===== config.mk =====
export PLATFORM = sky130hd
export DESIGN_NAME = ipv4_route_lookup_decision_unit
export DESIGN_NICKNAME = d
export VERILOG_FILES = /design/src/rtl/rlu_pkg.sv /design/src/rtl/rlu_route_cell.sv /design/src/rtl/rlu_own_tbl.sv /design/src/rtl/ipv4_route_lookup_decision_unit.sv
export VERILOG_INCLUDE_DIRS = /design/src /design/src/rtl
export SDC_FILE = /design/constraint.sdc
export NUM_CORES = 2
export LEC_CHECK = 0
export ABC_AREA = 0
export BUFFER_PORTS_ARGS = -buffer_cell sky130_fd_sc_hd__buf_2
export CAP_MARGIN = 5
export CORE_MARGIN = 2
export CORE_UTILIZATION = 58
export DETAILED_ROUTE_END_ITERATION = 16
export PLACE_DENSITY = 0.74
export SYNTH_ARGS = -nofsm -noshare
export SYNTH_HDL_FRONTEND = slang
export SYNTH_SLANG_ARGS = --single-unit

===== constraint.sdc =====
create_clock -name i_clk -period 12.9 [get_ports i_clk]
set_input_delay 2.58 -clock i_clk [delete_from_list [all_inputs] [get_ports i_clk]]
set_output_delay 2.58 -clock i_clk [all_outputs]
set_load 0.05 [all_outputs]

===== src/rtl/ipv4_route_lookup_decision_unit_macros.svh =====
// ----------------------------------------------------------------------------
// Route lookup decision unit: assertion macros
// Concurrent check macros used by the top-level RTL file; ASSERT_OFF removes them.
// ----------------------------------------------------------------------------
`ifndef IPV4_ROUTE_LOOKUP_DECISION_UNIT_MACROS_SVH
`define IPV4_ROUTE_LOOKUP_DECISION_UNIT_MACROS_SVH

`ifndef ASSERT_OFF
// same-cycle implication
`define RLU_ASSERT_IMP(lbl, clk, rstn, ante, cons) \
    lbl: assert property (@(posedge clk) disable iff (!rstn) (ante) |-> (cons)) \
        else $error("route lookup assertion failed");
// next-cycle implication
`define RLU_ASSERT_NXT(lbl, clk, rstn, ante, cons) \
    lbl: assert property (@(posedge clk) disable iff (!rstn) (ante) |=> (cons)) \
        else $error("route lookup assertion failed");
`else
`define RLU_ASSERT_IMP(lbl, clk, rstn, ante, cons)
`define RLU_ASSERT_NXT(lbl, clk, rstn, ante, cons)
`endif

`endif


===== src/rtl/rlu_pkg.sv =====
// ----------------------------------------------------------------------------
// Route lookup decision unit: package
// Command and action codes, and the lookup item and write structs.
// ----------------------------------------------------------------------------
`default_nettype none

package rlu_pkg;

    typedef enum logic [1:0] {
        CMD_LOOKUP    = 2'd0,
        CMD_WR_ROUTE  = 2'd1,
        CMD_WR_OWN    = 2'd2,
        CMD_CLEAR     = 2'd3
    } t_cmd;

    typedef enum logic [1:0] {
        ACT_FORWARD       = 2'd0,
        ACT_ECHO_REPLY    = 2'd1,
        ACT_TIME_EXCEEDED = 2'd2,
        ACT_NET_UNREACH   = 2'd3
    } t_act;

    // lookup item as it travels down the route chain
    typedef struct packed {
        logic        valid;
        logic [31:0] addr;
        logic [7:0]  ttl;
        logic        fixed;      // action decided before the route search
        t_act        fixed_act;
        logic        found;
        logic [31:0] best;       // mask of the best match so far
        logic [1:0]  port;
    } t_tok;

    // route write toward one cell
    typedef struct packed {
        logic        en;
        logic        clr;
        logic [31:0] dest;
        logic [31:0] mask;
        logic [1:0]  port;
    } t_wr;

endpackage

`default_nettype wire


===== src/rtl/rlu_route_cell.sv =====
// ----------------------------------------------------------------------------
// Route lookup: route cell
// Holds one route entry and updates the best match of a passing lookup.
// ----------------------------------------------------------------------------
`default_nettype none

module rlu_route_cell (
    input  wire logic         i_clk,
    input  wire logic         i_rst_n,
    input  wire logic         i_adv,
    input  wire rlu_pkg::t_wr  i_wr,
    input  wire rlu_pkg::t_tok i_tok,
    output rlu_pkg::t_tok      o_tok
);

    logic          r_valid;
    logic [31:0]   r_dest;
    logic [31:0]   r_mask;
    logic [1:0]    r_port;
    rlu_pkg::t_tok r_tok;
    rlu_pkg::t_tok n_tok;
    logic          w_match;

    always_ff @(posedge i_clk) begin
        if (!i_rst_n) begin
            r_valid <= 1'b0;
        end else if (i_wr.clr) begin
            r_valid <= 1'b0;
        end else if (i_wr.en) begin
            r_valid <= 1'b1;
        end
    end

    always_ff @(posedge i_clk) begin
        if (i_wr.en) begin
            r_dest <= i_wr.dest;
            r_mask <= i_wr.mask;
            r_port <= i_wr.port;
        end
    end

    assign w_match = r_valid && (((r_dest ^ i_tok.addr) & r_mask) == 32'd0);

    // later entries win ties
    always_comb begin
        n_tok = i_tok;
        if (w_match && (!i_tok.found || (r_mask >= i_tok.best))) begin
            n_tok.found = 1'b1;
            n_tok.best  = r_mask;
            n_tok.port  = r_port;
        end
    end

    always_ff @(posedge i_clk) begin
        if (!i_rst_n) begin
            r_tok <= '0;
        end else if (i_adv) begin
            r_tok <= n_tok;
        end
    end

    assign o_tok = r_tok;

endmodule

`default_nettype wire


===== src/rtl/rlu_own_tbl.sv =====
// ----------------------------------------------------------------------------
// Route lookup: own address table
// Holds the router's own addresses and flags a destination that hits one.
// ----------------------------------------------------------------------------
`default_nettype none

module rlu_own_tbl #(
    parameter int LOCALS = 4
) (
    input  wire logic        i_clk,
    input  wire logic        i_rst_n,
    input  wire logic        i_wr_en,
    input  wire logic        i_clr,
    input  wire logic [3:0]  i_slot,
    input  wire logic [31:0] i_addr,
    output logic             o_hit
);

    logic [LOCALS-1:0] r_valid;
    logic [31:0]       r_addr [LOCALS];
    logic [LOCALS-1:0] w_hit;

    for (genvar k = 0; k < LOCALS; k++) begin : g_ent
        always_ff @(posedge i_clk) begin
            if (!i_rst_n) begin
                r_valid[k] <= 1'b0;
            end else if (i_clr) begin
                r_valid[k] <= 1'b0;
            end else if (i_wr_en && (32'(i_slot) == k)) begin
                r_valid[k] <= 1'b1;
            end
        end

        always_ff @(posedge i_clk) begin
            if (i_wr_en && (32'(i_slot) == k)) begin
                r_addr[k] <= i_addr;
            end
        end

        assign w_hit[k] = r_valid[k] && (r_addr[k] == i_addr);
    end

    assign o_hit = |w_hit;

endmodule

`default_nettype wire


===== src/rtl/ipv4_route_lookup_decision_unit.sv =====
// ----------------------------------------------------------------------------
// IPv4 route lookup decision unit
// Route table in a chain of cells plus an own-address table; one action
// per lookup item.
// ----------------------------------------------------------------------------
// Usage:
//   Input items arrive on s_axis_*; tuser carries the command (lookup,
//   route write, own-address write, clear tables). Only a lookup gives a
//   result item on m_axis_*, with the action in tuser and the egress
//   interface and new TTL in tdata.
//   A lookup enters the first route cell at acceptance and moves one cell
//   per cycle while the output can advance; from the last cell the result
//   item goes into the output register. While a lookup is in the chain no
//   input item is taken; write and clear items give no result and do not
//   hold off the next item.
//   The own-address check and the TTL check are done at acceptance.
//   Reset clears both tables and drops any lookup in flight; no item is
//   taken while reset is held.
//   When the receiver stalls, the result waits in the output register and
//   the chain holds; a new item is taken only when the output can advance.
// ----------------------------------------------------------------------------
`default_nettype none
`include "ipv4_route_lookup_decision_unit_macros.svh"

module ipv4_route_lookup_decision_unit #(
    parameter int ROUTES = 16,
    parameter int LOCALS = 4,
    parameter int IFACES = 4
) (
    input  wire logic        i_clk,
    input  wire logic        i_rst_n,
    input  wire logic        s_axis_tvalid,
    output logic             s_axis_tready,
    // slot[3:0], addr[35:4], net_mask[67:36], egress[69:68], ttl[77:70],
    // is_echo[78], zero[79]
    input  wire logic [79:0] s_axis_tdata,
    // cmd[1:0]
    input  wire logic [1:0]  s_axis_tuser,
    output logic             m_axis_tvalid,
    input  wire logic        m_axis_tready,
    // out_iface[1:0], new_ttl[9:2], zero[15:10]
    output logic [15:0]      m_axis_tdata,
    // action[1:0]
    output logic [1:0]       m_axis_tuser
);

    rlu_pkg::t_cmd  w_cmd;
    logic           w_accept;
    logic           w_adv;
    logic           w_own_hit;
    logic [3:0]     w_slot;
    logic [31:0]    w_addr;
    logic [31:0]    w_mask;
    logic [1:0]     w_egress;
    logic [7:0]     w_ttl;
    logic           w_echo;
    logic           w_route_ok;
    rlu_pkg::t_tok  w_tok [ROUTES+1];
    logic [ROUTES-1:0] w_vld;
    rlu_pkg::t_tok  w_last;

    logic           r_busy;
    logic           r_out_valid;
    rlu_pkg::t_act  r_out_act;
    logic [1:0]     r_out_iface;
    logic [7:0]     r_out_ttl;
    rlu_pkg::t_act  n_out_act;
    logic [1:0]     n_out_iface;
    logic [7:0]     n_out_ttl;

    assign w_cmd    = rlu_pkg::t_cmd'(s_axis_tuser);
    assign w_slot   = s_axis_tdata[3:0];
    assign w_addr   = s_axis_tdata[35:4];
    assign w_mask   = s_axis_tdata[67:36];
    assign w_egress = s_axis_tdata[69:68];
    assign w_ttl    = s_axis_tdata[77:70];
    assign w_echo   = s_axis_tdata[78];

    assign w_adv         = !r_out_valid || m_axis_tready;
    assign s_axis_tready = i_rst_n && !r_busy && w_adv;
    assign w_accept      = s_axis_tvalid && s_axis_tready;

    rlu_own_tbl #(
        .LOCALS (LOCALS)
    ) u_own (
        .i_clk   (i_clk),
        .i_rst_n (i_rst_n),
        .i_wr_en (w_accept && (w_cmd == rlu_pkg::CMD_WR_OWN)),
        .i_clr   (w_accept && (w_cmd == rlu_pkg::CMD_CLEAR)),
        .i_slot  (w_slot),
        .i_addr  (w_addr),
        .o_hit   (w_own_hit)
    );

    // expired TTL wins over echo reply
    always_comb begin
        w_tok[0]           = '0;
        w_tok[0].valid     = w_accept && (w_cmd == rlu_pkg::CMD_LOOKUP);
        w_tok[0].addr      = w_addr;
        w_tok[0].ttl       = w_ttl;
        w_tok[0].fixed_act = rlu_pkg::ACT_TIME_EXCEEDED;
        if (w_ttl <= 8'd1) begin
            w_tok[0].fixed = 1'b1;
        end else if (w_echo && w_own_hit) begin
            w_tok[0].fixed     = 1'b1;
            w_tok[0].fixed_act = rlu_pkg::ACT_ECHO_REPLY;
        end
    end

    assign w_route_ok = w_accept && (w_cmd == rlu_pkg::CMD_WR_ROUTE)
                        && (32'(w_egress) < IFACES);

    for (genvar k = 0; k < ROUTES; k++) begin : g_cell
        rlu_pkg::t_wr w_wr;

        always_comb begin
            w_wr.en   = w_route_ok && (32'(w_slot) == k);
            w_wr.clr  = w_accept && (w_cmd == rlu_pkg::CMD_CLEAR);
            w_wr.dest = w_addr;
            w_wr.mask = w_mask;
            w_wr.port = w_egress;
        end

        rlu_route_cell u_cell (
            .i_clk   (i_clk),
            .i_rst_n (i_rst_n),
            .i_adv   (w_adv),
            .i_wr    (w_wr),
            .i_tok   (w_tok[k]),
            .o_tok   (w_tok[k+1])
        );

        assign w_vld[k] = w_tok[k+1].valid;
    end

    assign w_last = w_tok[ROUTES];

    always_comb begin
        n_out_iface = 2'd0;
        n_out_ttl   = w_last.ttl;
        if (w_last.fixed) begin
            n_out_act = w_last.fixed_act;
        end else if (w_last.found) begin
            n_out_act   = rlu_pkg::ACT_FORWARD;
            n_out_iface = w_last.port;
            n_out_ttl   = w_last.ttl - 8'd1;
        end else begin
            n_out_act = rlu_pkg::ACT_NET_UNREACH;
        end
    end

    always_ff @(posedge i_clk) begin
        if (!i_rst_n) begin
            r_busy      <= 1'b0;
            r_out_valid <= 1'b0;
        end else begin
            if (w_accept && (w_cmd == rlu_pkg::CMD_LOOKUP)) begin
                r_busy <= 1'b1;
            end else if (w_adv && w_last.valid) begin
                r_busy <= 1'b0;
            end
            if (w_adv) begin
                r_out_valid <= w_last.valid;
            end
        end
    end

    always_ff @(posedge i_clk) begin
        if (w_adv && w_last.valid) begin
            r_out_act   <= n_out_act;
            r_out_iface <= n_out_iface;
            r_out_ttl   <= n_out_ttl;
        end
    end

    assign m_axis_tvalid = r_out_valid;
    assign m_axis_tuser  = r_out_act;
    assign m_axis_tdata  = {6'd0, r_out_ttl, r_out_iface};

    `RLU_ASSERT_IMP(a_one_lookup, i_clk, i_rst_n, 1'b1, $onehot0(w_vld))
    `RLU_ASSERT_IMP(a_busy_tracks_chain, i_clk, i_rst_n, 1'b1, r_busy == (|w_vld))
    `RLU_ASSERT_NXT(a_lookup_sets_busy, i_clk, i_rst_n,
        w_accept && (w_cmd == rlu_pkg::CMD_LOOKUP), r_busy)
    `RLU_ASSERT_IMP(a_iface_zero, i_clk, i_rst_n,
        r_out_valid && (r_out_act != rlu_pkg::ACT_FORWARD), r_out_iface == 2'd0)

endmodule

`default_nettype wire


**Word level (Yosys, flattened, before mapping)**

Memories as Yosys holds them, arrays and structs flattened.
Index checks and enable logic that the tools add are counted.

- Register bits after elaboration: 2290
- Memory bits (writable): 128
- Input port bits: 86
- Memories: 1

- Add/sub/neg operators: 1
- $lt $le $gt $ge: 16
- Eq/ne operators: 22
- Mux-type cells: 42
- Bitwise operators: 34
- Reductions and logical operators: 122

Memories:

| memory | words | width | rd ports | clocked after Yosys merged registers in | write ports | RTL line | text |
|---|---|---|---|---|---|---|---|
| u_own.r_addr | 4 | 32 | 4 | 0 | 1 | rlu_own_tbl.sv:20 | `logic [31:0] r_addr [LOCALS];` |

Operators by type and width:

| cell | count |
|---|---|
| 2-to-1 mux 35 bit | 16 |
| bitwise AND 32 bit | 16 |
| logical NOT 32 bit | 16 |
| bitwise XOR 32 bit | 16 |
| greater-or-equal comparator 32 bit | 15 |
| == test 32 bit | 4 |
| 2-to-1 mux 32 bit | 3 |
| OR reduction 32 bit | 3 |
| logical AND 1 bit | 64 |
| == test 4 bit, second input constant | 8 |
| logical NOT 1 bit | 17 |
| == test 4 x 3 -> 1 bit, second input constant | 4 |
| logical OR 1 bit | 16 |
| 2-to-1 mux 8 bit | 2 |
| 2-to-1 mux 1 bit | 14 |
| 2-to-1 mux 2 bit | 6 |
| == test 4 x 2 -> 1 bit, second input constant | 2 |
| less-or-equal comparator 8 x 1 -> 1 bit, second input constant | 1 |
| subtractor 8 x 1 -> 8 bit, second input constant | 1 |
| == test 2 bit, second input constant | 2 |
| == test 4 x 1 -> 1 bit, second input constant | 1 |
| logical NOT 4 bit | 1 |
| OR reduction 2 bit | 2 |
| OR reduction 4 bit | 1 |
| 5 further kinds | 6 |

**Depth between registers and ports, before layout**

- Depth in word-level cells: 12
- Depth in mapped cells: 12
- Depth with buffers taken out: 10

**Cells and area by module**

A second synthesis with hierarchy kept.

- Cells, all modules: 9473
- Area total of the unflattened synthesis: 111577.0 µm²

By module, submodules not included:

| module | instances | cells each | area an instance (µm²) | sequential area each (µm²) |
|---|---|---|---|---|
| rlu_route_cell (g_cell[0].u_cell ...) | 14 | 565 | 6566.3 | 3583.4 |
| rlu_route_cell (g_cell[8].u_cell ...) | 2 | 568 | 6650.1 | 3583.4 |
| rlu_own_tbl | 1 | 324 | 5408.9 | 3923.8 |
| ipv4_route_lookup_decision_unit | 1 | 103 | 939.7 | 400.4 |

**Worst setup path before layout**

No wires, ideal clock.

- Path kind: input to register
- Start: in i_rst_n
- End: reg g_cell[1].u_cell.r_dest[0], enable pin
- Library setup time: 0.573 ns
- Arrival time: 9.461 ns
- Path slack: 2.866 ns
- Stages: 5
- Buffers on the path: 1
- Cells stage by stage: clkbuf_1 -> nor3b_1 -> nand4b_1 -> or3b_1 -> nor3_1

RTL lines:

| element | RTL line | text |
|---|---|---|
| start: declaration | ipv4_route_lookup_decision_unit.sv:31 | `input wire logic i_rst_n,` |
| end signal: assignment | rlu_route_cell.sv:36 | `r_dest <= i_wr.dest;` |
| end: declaration | rlu_route_cell.sv:17 | `logic [31:0] r_dest;` |

**Worst setup path in the final report**

- Start: in i_rst_n
- End: out s_axis_tready

- Longest elaborated chain between the ends: 2

Ends and longest elaborated chain:

| element | RTL line | text |
|---|---|---|
| logical AND 1 bit (2 in series) | ipv4_route_lookup_decision_unit.sv:80 | `assign s_axis_tready = i_rst_n && !r_busy && w_adv;` |
| end: declaration | ipv4_route_lookup_decision_unit.sv:33 | `output logic s_axis_tready,` |

No other way between the ends.

==> impl_results.md <==
- CTS tree: built
- Area share of the leading cell type in the synthesized netlist: 34.68%
- Maximum clock rate: 152.7 MHz
- Buffer depth of the longest clock path: 3
- Synthesized area per cell: 11.19 µm²
- Netlist area before placement: 103,500 µm²
- Detailed Route WL: 313.9 mm
- Vias per std cell: 6.113
- Unrepaired setup endpoints after global routing: no
- Total of max-cap violations: 0
- Post-cts sizing count: 0
- Post-synth cell types: 61
- Share of final-layout standard cells stronger than drive strength 1: 6.679%
- Number of setup buffers added after CTS: 0
- Reg-to-Reg Start: m_axis_tvalid$_SDFFE_PN0N_
- Critical Path RT: 10.32 ns
- Category of the worst setup path launch point: input port
- Skew final: 0.04793 ns
- Aggregate negative setup slack: 0 ns
- Area fraction in and, or, nand and nor cells after synthesis: 7.875%
- H-Tree Level Count: 4
- Main area contributors after synthesis: sky130_fd_sc_hd__edfxtp_1 (35%), sky130_fd_sc_hd__dfxtp_1 (24%), sky130_fd_sc_hd__ha_1 (5.8%), sky130_fd_sc_hd__nand2_1 (5.2%), sky130_fd_sc_hd__a21boi_0 (4.8%)
- Area of the die: 181,900 µm²
- RePlAce Congestion: 0.9374
- Hold violation total from the final report: 0
- Launch instance of the worst min-delay path: g_cell[13].u_cell.o_tok[41]$_SDFFE_PN0N_
- Worst slew slack as a fraction of its limit: 20.20%
- Number of buffers added by the clock tree synthesis step: 236
- Data arrival, critical path: 3.97 ns
- Worst setup timing slack at the placement stage: 6.318 ns
- Critical path capture point type: output port
- Clock edge transition at the registers on the reported setup and hold paths: 0.06 ns
- Main synth FF type: sky130_fd_sc_hd__dfxtp_1
- Pins over their slew limit: 0
- Total power of the final layout: 15.62 mW
- Leakage Power: 38.91 nW
- Non-Filler Instances: 11,790
- Proportion of synthesized flip-flops having asynchronous set or reset: 0%
- Number of synthesized flops with an enable pin: 1,196
- Most common library cells after synthesis: sky130_fd_sc_hd__nand2_1 (1,428), sky130_fd_sc_hd__dfxtp_1 (1,222), sky130_fd_sc_hd__edfxtp_1 (1,196)
- Xor-xnor portion of the synthesized cell area: 5.514%
- Result of the run: finished, final reports clean
- Remaining routing DRC violations: 0
- Routed wire per std cell: 26.63 µm
- Area Overhead vs Synth: 10.35%
- Total power per unit cell area: 136.7 nW/µm²
- Via count: 72,070
- Fin nets: 9,769
- Global-route wire length before repair: 452.0 mm
- Hold WS: 0.4575 ns
- Combinational family with the most area after synthesis: compound AO/OA/AOI/OAI gates
- Peak supply drop: 0.1619 mV
- Clk root buf: sky130_fd_sc_hd__clkbuf_16
- Critical-path maximum fanout: 139
- Number of detailed-routing iterations run before antenna repair: 8
- Number of routed nets with antenna violations: 0
- Vias in the first global route: 67,940
- # clock sinks: 2,418
- Total of buffers placed on input and output ports: 98
- Cell Rows: 155
- Insertion delay of the later-clocked pin in the worst-skew pair: 0.91 ns
- Initial antenna violation count: 32
- Minimum clock period after layout: 6.547 ns
- Synth Instances: 9,255
- Finish-stage setup viols: 0
- Chip Height: 426.5 µm
- Worst Hold Class: reg -> reg
- 1st-iter DRT viols: 10,200
- Worst-case setup margin in the final layout: 6.353 ns
- Critical path startpoint: i_rst_n
- Worst-margin pin slew: 1.197 ns
- HPWL Detailed: 205.8 mm
- Critical path class: in -> out
- Final clock period utilization by the worst path: 50.76%
- Most repeated cell in the gate-level netlist after synthesis: sky130_fd_sc_hd__nand2_1
- Number of instances in the placed design: 11,320
- Gr usage total: 34.00%
- Total gr overflow: 0
- Area fraction in compound gates after synthesis: 14.12%
- Initial core utilization: 58.22%
- Maximum number of pins on one net before global-route repair: 228
- Horizontal die dimension: 426.5 µm
- I/O pin cnt: 106
- Post-synthesis sequential area ratio: 58.31%
- Yosys synthesis warning count: 0
- Core Box Area: 177,800 µm²
- Number of hold-repair buffers added at the cts stage: 0
- Post-synthesis sequential element count: 2,418
- Mux share of post-synthesis cell area: 4.621%
- Arithmetic-cell share of the synthesized area counting full adders, half adders and majority gates: 5.812%
- Dominant cell type by area after synthesis: sky130_fd_sc_hd__edfxtp_1
placed cells by master (no fill, tap or decap), types with 28 or more instances in the layout:
| cell | instances |
|---|---|
| sky130_fd_sc_hd__nand2_1 | 1428 |
| sky130_fd_sc_hd__dfxtp_1 | 1222 |
| sky130_fd_sc_hd__edfxtp_1 | 1196 |
| sky130_fd_sc_hd__a21boi_0 | 668 |
| sky130_fd_sc_hd__a21oi_1 | 599 |
| sky130_fd_sc_hd__o21ai_0 | 561 |
| sky130_fd_sc_hd__xor2_1 | 532 |
| sky130_fd_sc_hd__inv_1 | 502 |
| sky130_fd_sc_hd__ha_1 | 481 |
| sky130_fd_sc_hd__mux2i_1 | 478 |
| sky130_fd_sc_hd__clkbuf_16 | 247 |
| sky130_fd_sc_hd__a22oi_1 | 192 |
| sky130_fd_sc_hd__nand4_1 | 165 |
| sky130_fd_sc_hd__xnor2_1 | 105 |
| sky130_fd_sc_hd__nor2_1 | 98 |
| sky130_fd_sc_hd__buf_2 | 97 |
| sky130_fd_sc_hd__buf_4 | 97 |
| sky130_fd_sc_hd__a21o_1 | 85 |
| sky130_fd_sc_hd__nor2b_1 | 67 |
| sky130_fd_sc_hd__clkbuf_1 | 55 |
| sky130_fd_sc_hd__clkinv_2 | 51 |
| sky130_fd_sc_hd__a221oi_1 | 45 |
| sky130_fd_sc_hd__clkbuf_8 | 44 |
| sky130_fd_sc_hd__a22o_1 | 33 |
| sky130_fd_sc_hd__nor4_1 | 29 |
| sky130_fd_sc_hd__o21ai_1 | 28 |
cell type report:
cell class,count,area [µm²]
Clock buffer,349,7010
Inverter,502,1884
Clock inverter,105,1012
Tap cell,2355,2947
Antenna cell,17,42.54
Sequential cell,2418,60380
Multi-Input combinational cell,5844,39660
Fill cell,13580,63580
Timing Repair Buffer,200,1329
stage by stage:
stage          area [µm²]  util, %
2_1_floorplan      103600        -
3_3_place_gp       106200    59.72
3_5_place_dp       106200    59.72
4_1_cts            114200    64.23
5_1_grt            114200    64.23
6_report           114300    64.25
path summary, 6_finish.rpt:
| check | endpoint | slack (ns) | depth (start not counted) |
|---|---|---|---|
| max | s_axis_tready | 6.35 | 3 |
| min | g_cell[14].u_cell.o_tok[41]$_SDFFE_PN0N_ | 0.46 | 2 |
| min reg2reg | g_cell[14].u_cell.o_tok[41]$_SDFFE_PN0N_ | 0.46 | 2 |
| max reg2reg | g_cell[0].u_cell.o_tok[37]$_SDFFE_PN0N_ | 8.74 | 7 |
layer usage:
layer  GRT usage, %  share of wire [%]
met4          13.98                4.4
met5              0              0.031
met1          46.19                 40
met3          6.015                9.9
met2          53.99                 46
worst max-delay path, cell delays in order:
cell and delay [ns]:
sky130_fd_sc_hd__buf_8 0.49, sky130_fd_sc_hd__nor3b_1 0.52, sky130_fd_sc_hd__buf_2 0.36
report_power, final:
part           total (mW)  switching [mW]  internal (mW)  leakage [nW]
clock network        7.05            3.05           4.00          3.96
logic               0.447           0.339          0.107          14.3
registers            8.12          0.0339           8.08          20.6
total                15.6            3.43           12.2          38.9
kinds of logic after synthesis:
| group | after synthesis |
|---|---|
| AO/OA/AOI/OAI | 2322 |
| XOR/XNOR | 645 |
| adder cells (fa/ha/maj) | 481 |
| buffers and inverters | 998 |
| flip-flops | 2418 |
| multiplexers | 478 |
| other | 1 |
| AND/OR/NAND/NOR | 1912 |
sequential cells by signal, indices dropped and copies added (netlist names):
name,cells
r_out_ttl,8
u_own.r_addr,128
g_cell.u_cell.r_mask,512
g_cell.u_cell.r_dest,512
g_cell.u_cell.o_tok,1200
m_axis_tuser,2
g_cell.u_cell.r_valid,16
r_out_iface,2
m_axis_tvalid,1
g_cell.u_cell.r_port,32
u_own.r_valid,4
r_busy,1
Power figures use the tool's default switching activity.
